===== src/rtl/gwsp_ram.sv =====
module gwsp_ram #(
  parameter int WIDTH = 8,
  parameter int DEPTH = 16
) (
  input  logic                     clk_i,
  input  logic                     we_i,
  input  logic [$clog2(DEPTH)-1:0] waddr_i,
  input  logic [WIDTH-1:0]         wdata_i,
  input  logic [$clog2(DEPTH)-1:0] raddr_i,
  output logic [WIDTH-1:0]         rdata_o
);

  logic [WIDTH-1:0] mem_q [DEPTH];
  logic [WIDTH-1:0] rdata_q;

  // One write port and one registered read port.
  always_ff @(posedge clk_i) begin
    if (we_i) begin
      mem_q[waddr_i] <= wdata_i;
    end
    rdata_q <= mem_q[raddr_i];
  end

  assign rdata_o = rdata_q;

endmodule


===== config.mk =====
export PLATFORM = sky130hd
export DESIGN_NAME = gwsp_ram
export DESIGN_NICKNAME = d
export VERILOG_FILES = /design/src/rtl/gwsp_ram.sv
export SDC_FILE = /design/constraint.sdc
export NUM_CORES = 1
export LEC_CHECK = 0
export BUFFER_PORTS_ARGS = -buffer_cell sky130_fd_sc_hd__buf_2
export CORE_ASPECT_RATIO = 0.8
export CORE_MARGIN = 2
export CORE_UTILIZATION = 35
export DETAILED_ROUTE_END_ITERATION = 8
export MAX_ROUTING_LAYER = met4
export PLACE_DENSITY = 0.57
export SYNTH_ARGS = -nofsm -noshare
export SYNTH_HDL_FRONTEND = slang
export SYNTH_SLANG_ARGS = --single-unit
export TNS_END_PERCENT = 5

===== constraint.sdc =====
create_clock -name clk_i -period 3.5 [get_ports clk_i]
set_input_delay 0.175 -clock clk_i [delete_from_list [all_inputs] [get_ports clk_i]]
set_output_delay 0.175 -clock clk_i [all_outputs]
set_load 0.02 [all_outputs]

==> results of run 1 <==
-- power by group --
group	switching (uW)	internal (uW)
logic	105	67.2
registers	9.18	1820
clock network	649	1330
total	763	3220
-- how the worst max path moves through the flow --
stage,startpoint,end,slack (ns),cells after the start
after floorplan,waddr_i[2],mem_q[0][0],1.83,2
after global placement,raddr_i[0],rdata_o[3],1.43,5
after detailed placement,raddr_i[0],rdata_o[3],1.42,5
after CTS,raddr_i[0],rdata_o[3],1.86,5
after global routing,raddr_i[0],rdata_o[1],1.79,5
final,raddr_i[0],rdata_o[4],1.91,5
-- final cells by class --
type                       instances  area share, %
antenna                            1         0.0409
clock buffer                      18           7.01
clock inverter                    14           3.74
multi-input combinational         83           17.3
sequential                       136           65.4
tap                              184           3.76
timing repair buffer              31           2.78
-- cells in the final DEF, fill, tap and decap left out --
| cell | n |
|---|---|
| clkinvlp_4 | 2 |
| nor2_1 | 13 |
| nor3_1 | 4 |
| clkinv_2 | 1 |
| buf_4 | 6 |
| mux4_1 | 14 |
| clkbuf_1 | 1 |
| bufinv_16 | 6 |
| and2b_1 | 1 |
| a22oi_1 | 16 |
| buf_2 | 25 |
| mux4_2 | 18 |
| clkbuf_16 | 17 |
| nand3b_1 | 2 |
| nor2b_1 | 1 |
| nand2_1 | 9 |
| diode_2 | 1 |
| or3b_2 | 1 |
| and2_1 | 1 |
| clkinv_4 | 2 |
| nand3_1 | 1 |
| dfxtp_1 | 8 |
| clkinv_1 | 3 |
| nand2b_1 | 2 |
| edfxtp_1 | 128 |
-- per-stage QoR --
step                      setup slack, ns  cells  area (um2)  util, %
after floorplan                      1.83    229        5150        -
after global placement               1.43    434        5460     38.1
after CTS                            1.86    466        6120     42.7
after detailed placement             1.42    434        5460     38.1
final                                1.91    467        6120     42.7
after global routing                 1.79    467        6120     42.7
-- kinds of logic (layout without fill, tap and decap cells) --
| group | Yosys count | after routing | share of synthesized area, % |
|---|---|---|---|
| AO/OA/AOI/OAI | 16 | 16 | 2.33 |
| buffers and inverters | 10 | 63 | 1.68 |
| flip-flops | 136 | 136 | 77.8 |
| multiplexers | 32 | 32 | 15.0 |
| other | 0 | 1 | 0 |
| AND/OR/NAND/NOR | 35 | 35 | 3.18 |
-- per-layer routing --
| layer | vias to the layer above | part of all wire (%) | track usage, % |
|---|---|---|---|
| li1 | 1055 | - | - |
| met3 | 10 | 5.6 | 5.12 |
| met5 | - | 0 | - |
| met1 | 1250 | 47 | 19.2 |
| met2 | 59 | 46 | 19.4 |
| met4 | 0 | 0.90 | 4.20 |
-- flip-flops by register name (all words and copies together) (netlist names) --
signal and cells:
mem_q 128, rdata_o 8
-- critical path: stages --
cell     delay (ns)
buf_2          0.46
buf_4          0.29
mux4_1         0.56
a22oi_1        0.27
nand2_1        0.10
==> impl_metrics.yaml, run 1 <==
outcome:
  status: "complete, no violations"
clock_tree:
  cts.reportedPaths.clkPinSlew_ns: 0.06
  hold_buffers: 0
  clockBufferDepth: 2
  ctsResizeCount: 0
  cts_buffers: 17
  worstSkewPairLatency_ns: 0.42
  htreeDepth: 4
  cts_sinks: 136
  cts_tree: "built"
  ctsRootBufferMaster: "clkbuf_16"
  post_cts_buffers: 0
yosys:
  yosys.cell_count.top_type: "edfxtp_1"
  ys_ff_latch: 136
  seq_area_frac_synth_pct: 77.8
  synthArstFlopShare_pct: 0
  ys.flop_type: "edfxtp_1"
  synth_area_leaders: "edfxtp_1, mux4_2, mux4_1"
  synth_top_cells_by_count: "edfxtp_1, mux4_2, a22oi_1, mux4_1, nor2_1"
  syn-num-nets: 247
  synth_area_um2: 5150
  ys_types: 19
  synth.yosys.warnings: 0
  synth_top_area_cell: "edfxtp_1"
  syn_area_per_cell_um2: 22.5
  synth_edf_count: 128
  yosysTopAreaCellShare_pct: 74.7
  syn_inst: 229
finish:
  drive_gt1_share_pct: 27.7
  seqCellArea_um2: 4000
  multi_input_area_um2: 1060
  nets: 287
  fillers: 1247
  syn2layout_area_growth_pct: 18.9
global_route:
  grt_overflow_total: 0
  grt_first_pass_wirelength_um: 15000
  antenna_found_initial: 1
  grt_pass1_vias: 2438
  grtUsageTotal_pct: 13.9
  grt_max_degree: 33
detailed_routing:
  viasPerCell: 5.08
  vias: 2374
  wl_per_cell_um: 21.1
  dr.pass1.iters: 4
  postRouteAntennaNets: 0
  wirelength_um: 9870
  drc: 0
  first_iter_violations: 183
power:
  peakVddDrop_uv: 419
  finalPower_uw: 3980
  p_leak_uw: 0.00204
  power_density_nw_per_um2: 650
critical_path:
  rrSetupSlack_ns: 2.15
  crit_arrival_ns: 1.88
  r2r-start: "mem_q[5][0]"
  cp.required_ns: 3.79
  worst-path-max-fanout: 18
  r2r_end: "rdata_o[0]"
  r2r_cells: 3
  crit_type: "primary input to flip-flop"
  crit_path_end_kind: "flip-flop"
  cp-start-kind: "primary input"
floorplan:
  die_w_um: 140
  dieArea_um2: 15700
  die_h_um: 112
  io-pin-count: 26
  start_util_pct: 35.9
  core-area_um2: 14300
  fp-row-count: 39
worst_hold_path:
  whs_endpoint: "mem_q[7][1]"
  min-delay-start: "wdata_i[1]"
  hp-class: "primary input to flip-flop"
  whs_path_depth: 1
placed_design:
  port_buffers: 25
  place_congestion: 0.733
  dp.final_hpwl_um: 6170
sta:
  final.setup.tns_ns: 0
  skew_ns: 0.00604
  clock.fmax_ghz: 0.630
  rsz0062_at_grt: "false"
  period_needed_ns: 1.59
  relSlewSlack_pct: 37.0
  hold_violations: 0
  finalMaxSlewViolations: 0
  setup_viol: 0
  worst_pin_slew_ns: 0.942
  holdWs_ns: 0.153
  period_share_pct: 45.3
flow_run:
  maxCapViolations: 0
Power figures use the tool's default switching activity.
==> inputs of run 2 (changes only) <==
==> constraint.sdc (replaced) <==
create_clock -name clk_i -period 1.47 [get_ports clk_i]
set_input_delay 0.0735 -clock clk_i [delete_from_list [all_inputs] [get_ports clk_i]]
set_output_delay 0.0735 -clock clk_i [all_outputs]
set_load 0.02 [all_outputs]
==> impl_metrics.yaml, run 2 (synthesis results as in run 1) <==
finish:
  utilization_pct: 43.9
  nets: 313
  multi_input_area_um2: 1060
  diodes: 0
  largest_register_ffs: 128
  syn2layout_area_growth_pct: 22.3
  final_common_cell: "edfxtp_1"
  final_area_um2: 6300
  fillers: 1246
  drive_gt1_share_pct: 34.4
  seqCellArea_um2: 4000
  top_register: "mem_q"
  layout_common_cells: "edfxtp_1, buf_4, buf_2, mux4_2, clkbuf_16"
flow_run:
  maxCapViolations: 0
detailed_routing:
  postRouteAntennaNets: 0
  wl_per_cell_um: 22.1
  drc: 0
  dr.pass1.iters: 4
  vias: 2525
  first_iter_violations: 168
  viasPerCell: 5.13
  wirelength_um: 10900
clock_tree:
  cts_buffers: 17
  hold_buffers: 0
  ctsRootBufferMaster: "clkbuf_16"
  cts_sinks: 136
  ctsResizeCount: 0
  post_cts_buffers: 0
  htreeDepth: 4
  cts.reportedPaths.clkPinSlew_ns: 0.06
  cts_tree: "built"
  worstSkewPairLatency_ns: 0.41
  clockBufferDepth: 2
global_route:
  grt_overflow_total: 0
  grt_first_pass_wirelength_um: 16300
  grt_pass1_vias: 2653
  grtUsageTotal_pct: 15.1
  antenna_found_initial: 0
  grt_max_degree: 19
placed_design:
  dpl_cell_area_um2: 5690
  port_buffers: 25
  place_congestion: 0.790
  place_worst_setup_slack_ns: -0.0137
  dp.final_hpwl_um: 7040
sta:
  hold_violations: 0
  finalMaxSlewViolations: 0
  relSlewSlack_pct: 40.1
  period_share_pct: 92.1
  setup_ws_ns: 0.116
  period_needed_ns: 1.35
  setup_viol: 0
  rsz0062_at_grt: "false"
  final.setup.tns_ns: 0
  clock.fmax_ghz: 0.738
  skew_ns: 0.00661
  worst_pin_slew_ns: 0.896
critical_path:
  startpoint: "mem_q[3][4]"
  crit_arrival_ns: 1.64
  crit_path_end_kind: "flip-flop"
  cpPeakStageDelay_ns: 0.47
  r2r_end: "rdata_o[4]"
  rrSetupSlack_ns: 0.12
  cp-start-kind: "flip-flop"
  cp.required_ns: 1.75
  crit_type: "flip-flop to flip-flop"
  r2r-start: "mem_q[3][4]"
  r2r_cells: 3
  path_cells: "mux4_2 > a22oi_1 > nand2_1"
  slowest_stage: "mux4_2"
  worst-path-max-fanout: 1
power:
  clkPwrFrac_pct: 47.3
  p_int_uw: 7340
  switching_share_pct: 19.6
  p_seq_share_pct: 47.7
  power_density_nw_per_um2: 1450
  switchingPower_uw: 1800
  peakVddDrop_uv: 829
  p_leak_uw: 0.00216
  p_comb_share_pct: 5.0
worst_hold_path:
  hp-class: "primary input to flip-flop"
  min-delay-start: "wdata_i[5]"
  whs_endpoint: "mem_q[2][5]"
  whs_path_depth: 1
floorplan:
  die_w_um: 140
  fp-row-count: 39
  die_h_um: 112
  dieArea_um2: 15700
  io-pin-count: 26
  start_util_pct: 35.9
  core-area_um2: 14300
outcome:
  status: "complete, no violations"
## run 2: how the worst max path moves through the flow
| stage | to | slack, ns | cells after the start |
|---|---|---|---|
| 6_report | rdata_o[4] | 0.12 | 3 |
| 3_5_place_dp | rdata_o[5] | -0.01 | 6 |
| 5_1_grt | rdata_o[7] | 0.09 | 3 |
| 3_3_place_gp | rdata_o[5] | -0.02 | 6 |
| 4_1_cts | rdata_o[4] | 0.13 | 3 |
| 2_1_floorplan | mem_q[3][0] | 0.13 | 2 |
## run 2: worst max-delay path: cells and delay by family (launching register included)
| family | cells | cell delay [ns] |
|---|---|---|
| compound gates | 1 | 0.30 |
| flops | 1 | 0.36 |
| mux | 1 | 0.47 |
| simple gates | 1 | 0.10 |
## run 2: area by class of cell
class                      instances  area share, %
tap                              184           3.66
multi-input combinational         83           16.9
timing repair buffer              57           6.20
clock buffer                      18           6.82
sequential                       136           63.6
clock inverter                    14           2.88
## run 2: layer usage
layer,up-vias,wire [um],global-route usage [%]
met4,0,126,5.27
li1,1105,-,-
met5,-,0,-
met3,13,557,3.80
met2,61,5320,23.2
met1,1346,4860,19.8
## run 2: metrics by stage
step | total power [uW] | instances | hold WS [ns]
3_5_place_dp | 4910 | 460 | 0.473
2_1_floorplan | 4690 | 229 | 0.172
4_1_cts | 9230 | 492 | 0.0414
3_3_place_gp | 4890 | 460 | 0.469
5_1_grt | 9410 | 492 | 0.0581
6_report | 9140 | 492 | 0.0508
## run 2: power by group through the flow
stage / logic, uW / clock network, uW / registers (uW)
3_3_place_gp: 454 / 0 / 4440
4_1_cts: 465 / 4400 / 4360
5_1_grt: 495 / 4550 / 4370
3_5_place_dp: 464 / 0 / 4440
6_report: 457 / 4320 / 4360
2_1_floorplan: 220 / 0 / 4470
==> inputs of run 3 (changes only) <==
--- a/config.mk
+++ b/config.mk
@@ -5,6 +5,7 @@
 export SDC_FILE = /design/constraint.sdc
 export NUM_CORES = 1
 export LEC_CHECK = 0
+export ABC_AREA = 1
 export BUFFER_PORTS_ARGS = -buffer_cell sky130_fd_sc_hd__buf_2
 export CORE_ASPECT_RATIO = 0.8
 export CORE_MARGIN = 2
==> impl_metrics.yaml, run 3 <==
finish:
  nets: 613
  syn2layout_area_growth_pct: 18.1
  largest_register_ffs: 128
  top_register: "mem_q"
  layout_common_cells: "nand2_1, edfxtp_1, inv_1, nand3_1, buf_2"
  diodes: 0
  drive_gt1_share_pct: 12.8
  fillers: 1486
  final_common_cell: "nand2_1"
detailed_routing:
  drc: 0
  viasPerCell: 4.63
  dr.pass1.iters: 4
  first_iter_violations: 246
  wirelength_um: 13600
  postRouteAntennaNets: 0
  vias: 3809
  wl_per_cell_um: 16.5
clock_tree:
  cts_tree: "built"
  clockBufferDepth: 2
  ctsResizeCount: 0
  worstSkewPairLatency_ns: 0.42
  htreeDepth: 4
  ctsRootBufferMaster: "clkbuf_16"
  cts_sinks: 136
  cts_buffers: 17
  hold_buffers: 0
  post_cts_buffers: 0
  cts.reportedPaths.clkPinSlew_ns: 0.05
yosys:
  syn_inst: 551
  synthArstFlopShare_pct: 0
  synth_top_area_cell: "edfxtp_1"
  synth_area_leaders: "edfxtp_1, nand2_1, nand3_1"
  synth_area_um2: 5770
  syn-num-nets: 569
  syn_area_per_cell_um2: 10.5
  seq_area_frac_synth_pct: 69.4
  synth.yosys.warnings: 0
  synth_edf_count: 128
  ys_ff_latch: 136
  ys.flop_type: "edfxtp_1"
  yosysTopAreaCellShare_pct: 66.7
  ys_types: 12
  yosys.cell_count.top_type: "nand2_1"
  synth_top_cells_by_count: "nand2_1, edfxtp_1, inv_1, nand3_1, nor2_1"
sta:
  rsz0062_at_grt: "false"
  setup_ws_ns: 0.416
  hold_violations: 0
  relSlewSlack_pct: 68.8
  worst_pin_slew_ns: 0.468
  setup_viol: 0
  finalMaxSlewViolations: 0
  skew_ns: 0.0115
  clock.fmax_ghz: 0.948
  period_share_pct: 71.7
  period_needed_ns: 1.05
  final.setup.tns_ns: 0
global_route:
  grtUsageTotal_pct: 17.0
  grt_overflow_total: 0
  grt_first_pass_wirelength_um: 21100
  antenna_found_initial: 0
  grt_pass1_vias: 3636
  grt_max_degree: 42
critical_path:
  crit_family: "simple AND/OR/NAND/NOR gates"
  critPathBufInv: 0
  cp-start-kind: "flip-flop"
  crit_arrival_ns: 1.36
  cpPeakStageDelay_ns: 0.37
  cp.required_ns: 1.78
  cp_common_cell: "nand2_1"
  path_cells: "nand2_1 > nand2_1 > nand2_1 > nand3_1 > nand3_1 > nand2_1"
  crit_path_end_kind: "flip-flop"
  worst-path-max-fanout: 1
  slowest_stage: "edfxtp_1"
  crit_type: "flip-flop to flip-flop"
power:
  p_leak_uw: 0.00294
  power_density_nw_per_um2: 1340
  peakVddDrop_uv: 714
floorplan:
  io-pin-count: 26
  die_h_um: 119
  start_util_pct: 36.1
  die_w_um: 148
  core-area_um2: 16000
  fp-row-count: 41
  dieArea_um2: 17500
placed_design:
  port_buffers: 25
  place_worst_setup_slack_ns: 0.220
  dp.final_hpwl_um: 8360
  place_congestion: 0.840
flow_run:
  maxCapViolations: 0
worst_hold_path:
  hp-class: "primary input to flip-flop"
outcome:
  status: "complete, no violations"
## run 3: per-layer routing
metal,up-vias,track usage [%],share of wire [%]
li1,1864,-,-
met1,1812,24.4,50
met2,124,23.7,44
met3,9,4.18,5.6
met4,0,5.47,0.79
met5,-,-,0
## run 3: power by group
| group | switching (uW) | leakage, uW | internal (uW) |
|---|---|---|---|
| clock | 1500 | 0.000281 | 2690 |
| sequential | 24.9 | 0.00122 | 4340 |
| combinational | 414 | 0.00143 | 171 |
| total | 1940 | 0.00294 | 7200 |
## run 3: cell families (layout without fill, tap and decap cells)
| logic type | Yosys count | after routing | synth area share, % |
|---|---|---|---|
| AND/OR/NAND/NOR | 289 | 289 | 21.0 |
| flip-flops | 136 | 136 | 69.4 |
| buffers and inverters | 126 | 183 | 9.52 |
## run 3: area by class of cell
class | instances | area, um2 | share of cell area (%)
repair buffers | 49 | 355 | 5.22
inverters | 102 | 383 | 5.62
multi-input cells | 289 | 1210 | 17.8
clock buffers | 22 | 454 | 6.67
clock inverters | 10 | 129 | 1.89
well taps | 215 | 269 | 3.95
flip-flops and latches | 136 | 4000 | 58.8
## run 3: worst min-delay path, stage by stage
cell and delay (ns):
buf_2 0.19, nand3_1 0.11, nand2_1 0.05
## run 3: through the flow
step,area (um2),hold WS (ns),utilization (%),cells,power [uW]
CTS,6810,0.0455,42.7,823,9210
global route,6810,0.0559,42.7,823,9440
detailed placement,6220,0.478,39.0,791,5030
finish,6810,0.0556,42.7,823,9130
floorplan,5770,0.172,-,551,4770
global placement,6220,0.472,39.0,791,5020
## run 3: path summary, 6_finish.rpt
kind / startpoint / end / depth (start not counted) / slack (ns)
worst min register to register: mem_q[5][5] / rdata_o[5] / 6 / 0.69
worst min-delay path: raddr_i[3] / rdata_o[1] / 3 / 0.06
worst max-delay path: mem_q[3][3] / rdata_o[3] / 6 / 0.42
worst max register to register: mem_q[3][3] / rdata_o[3] / 6 / 0.42
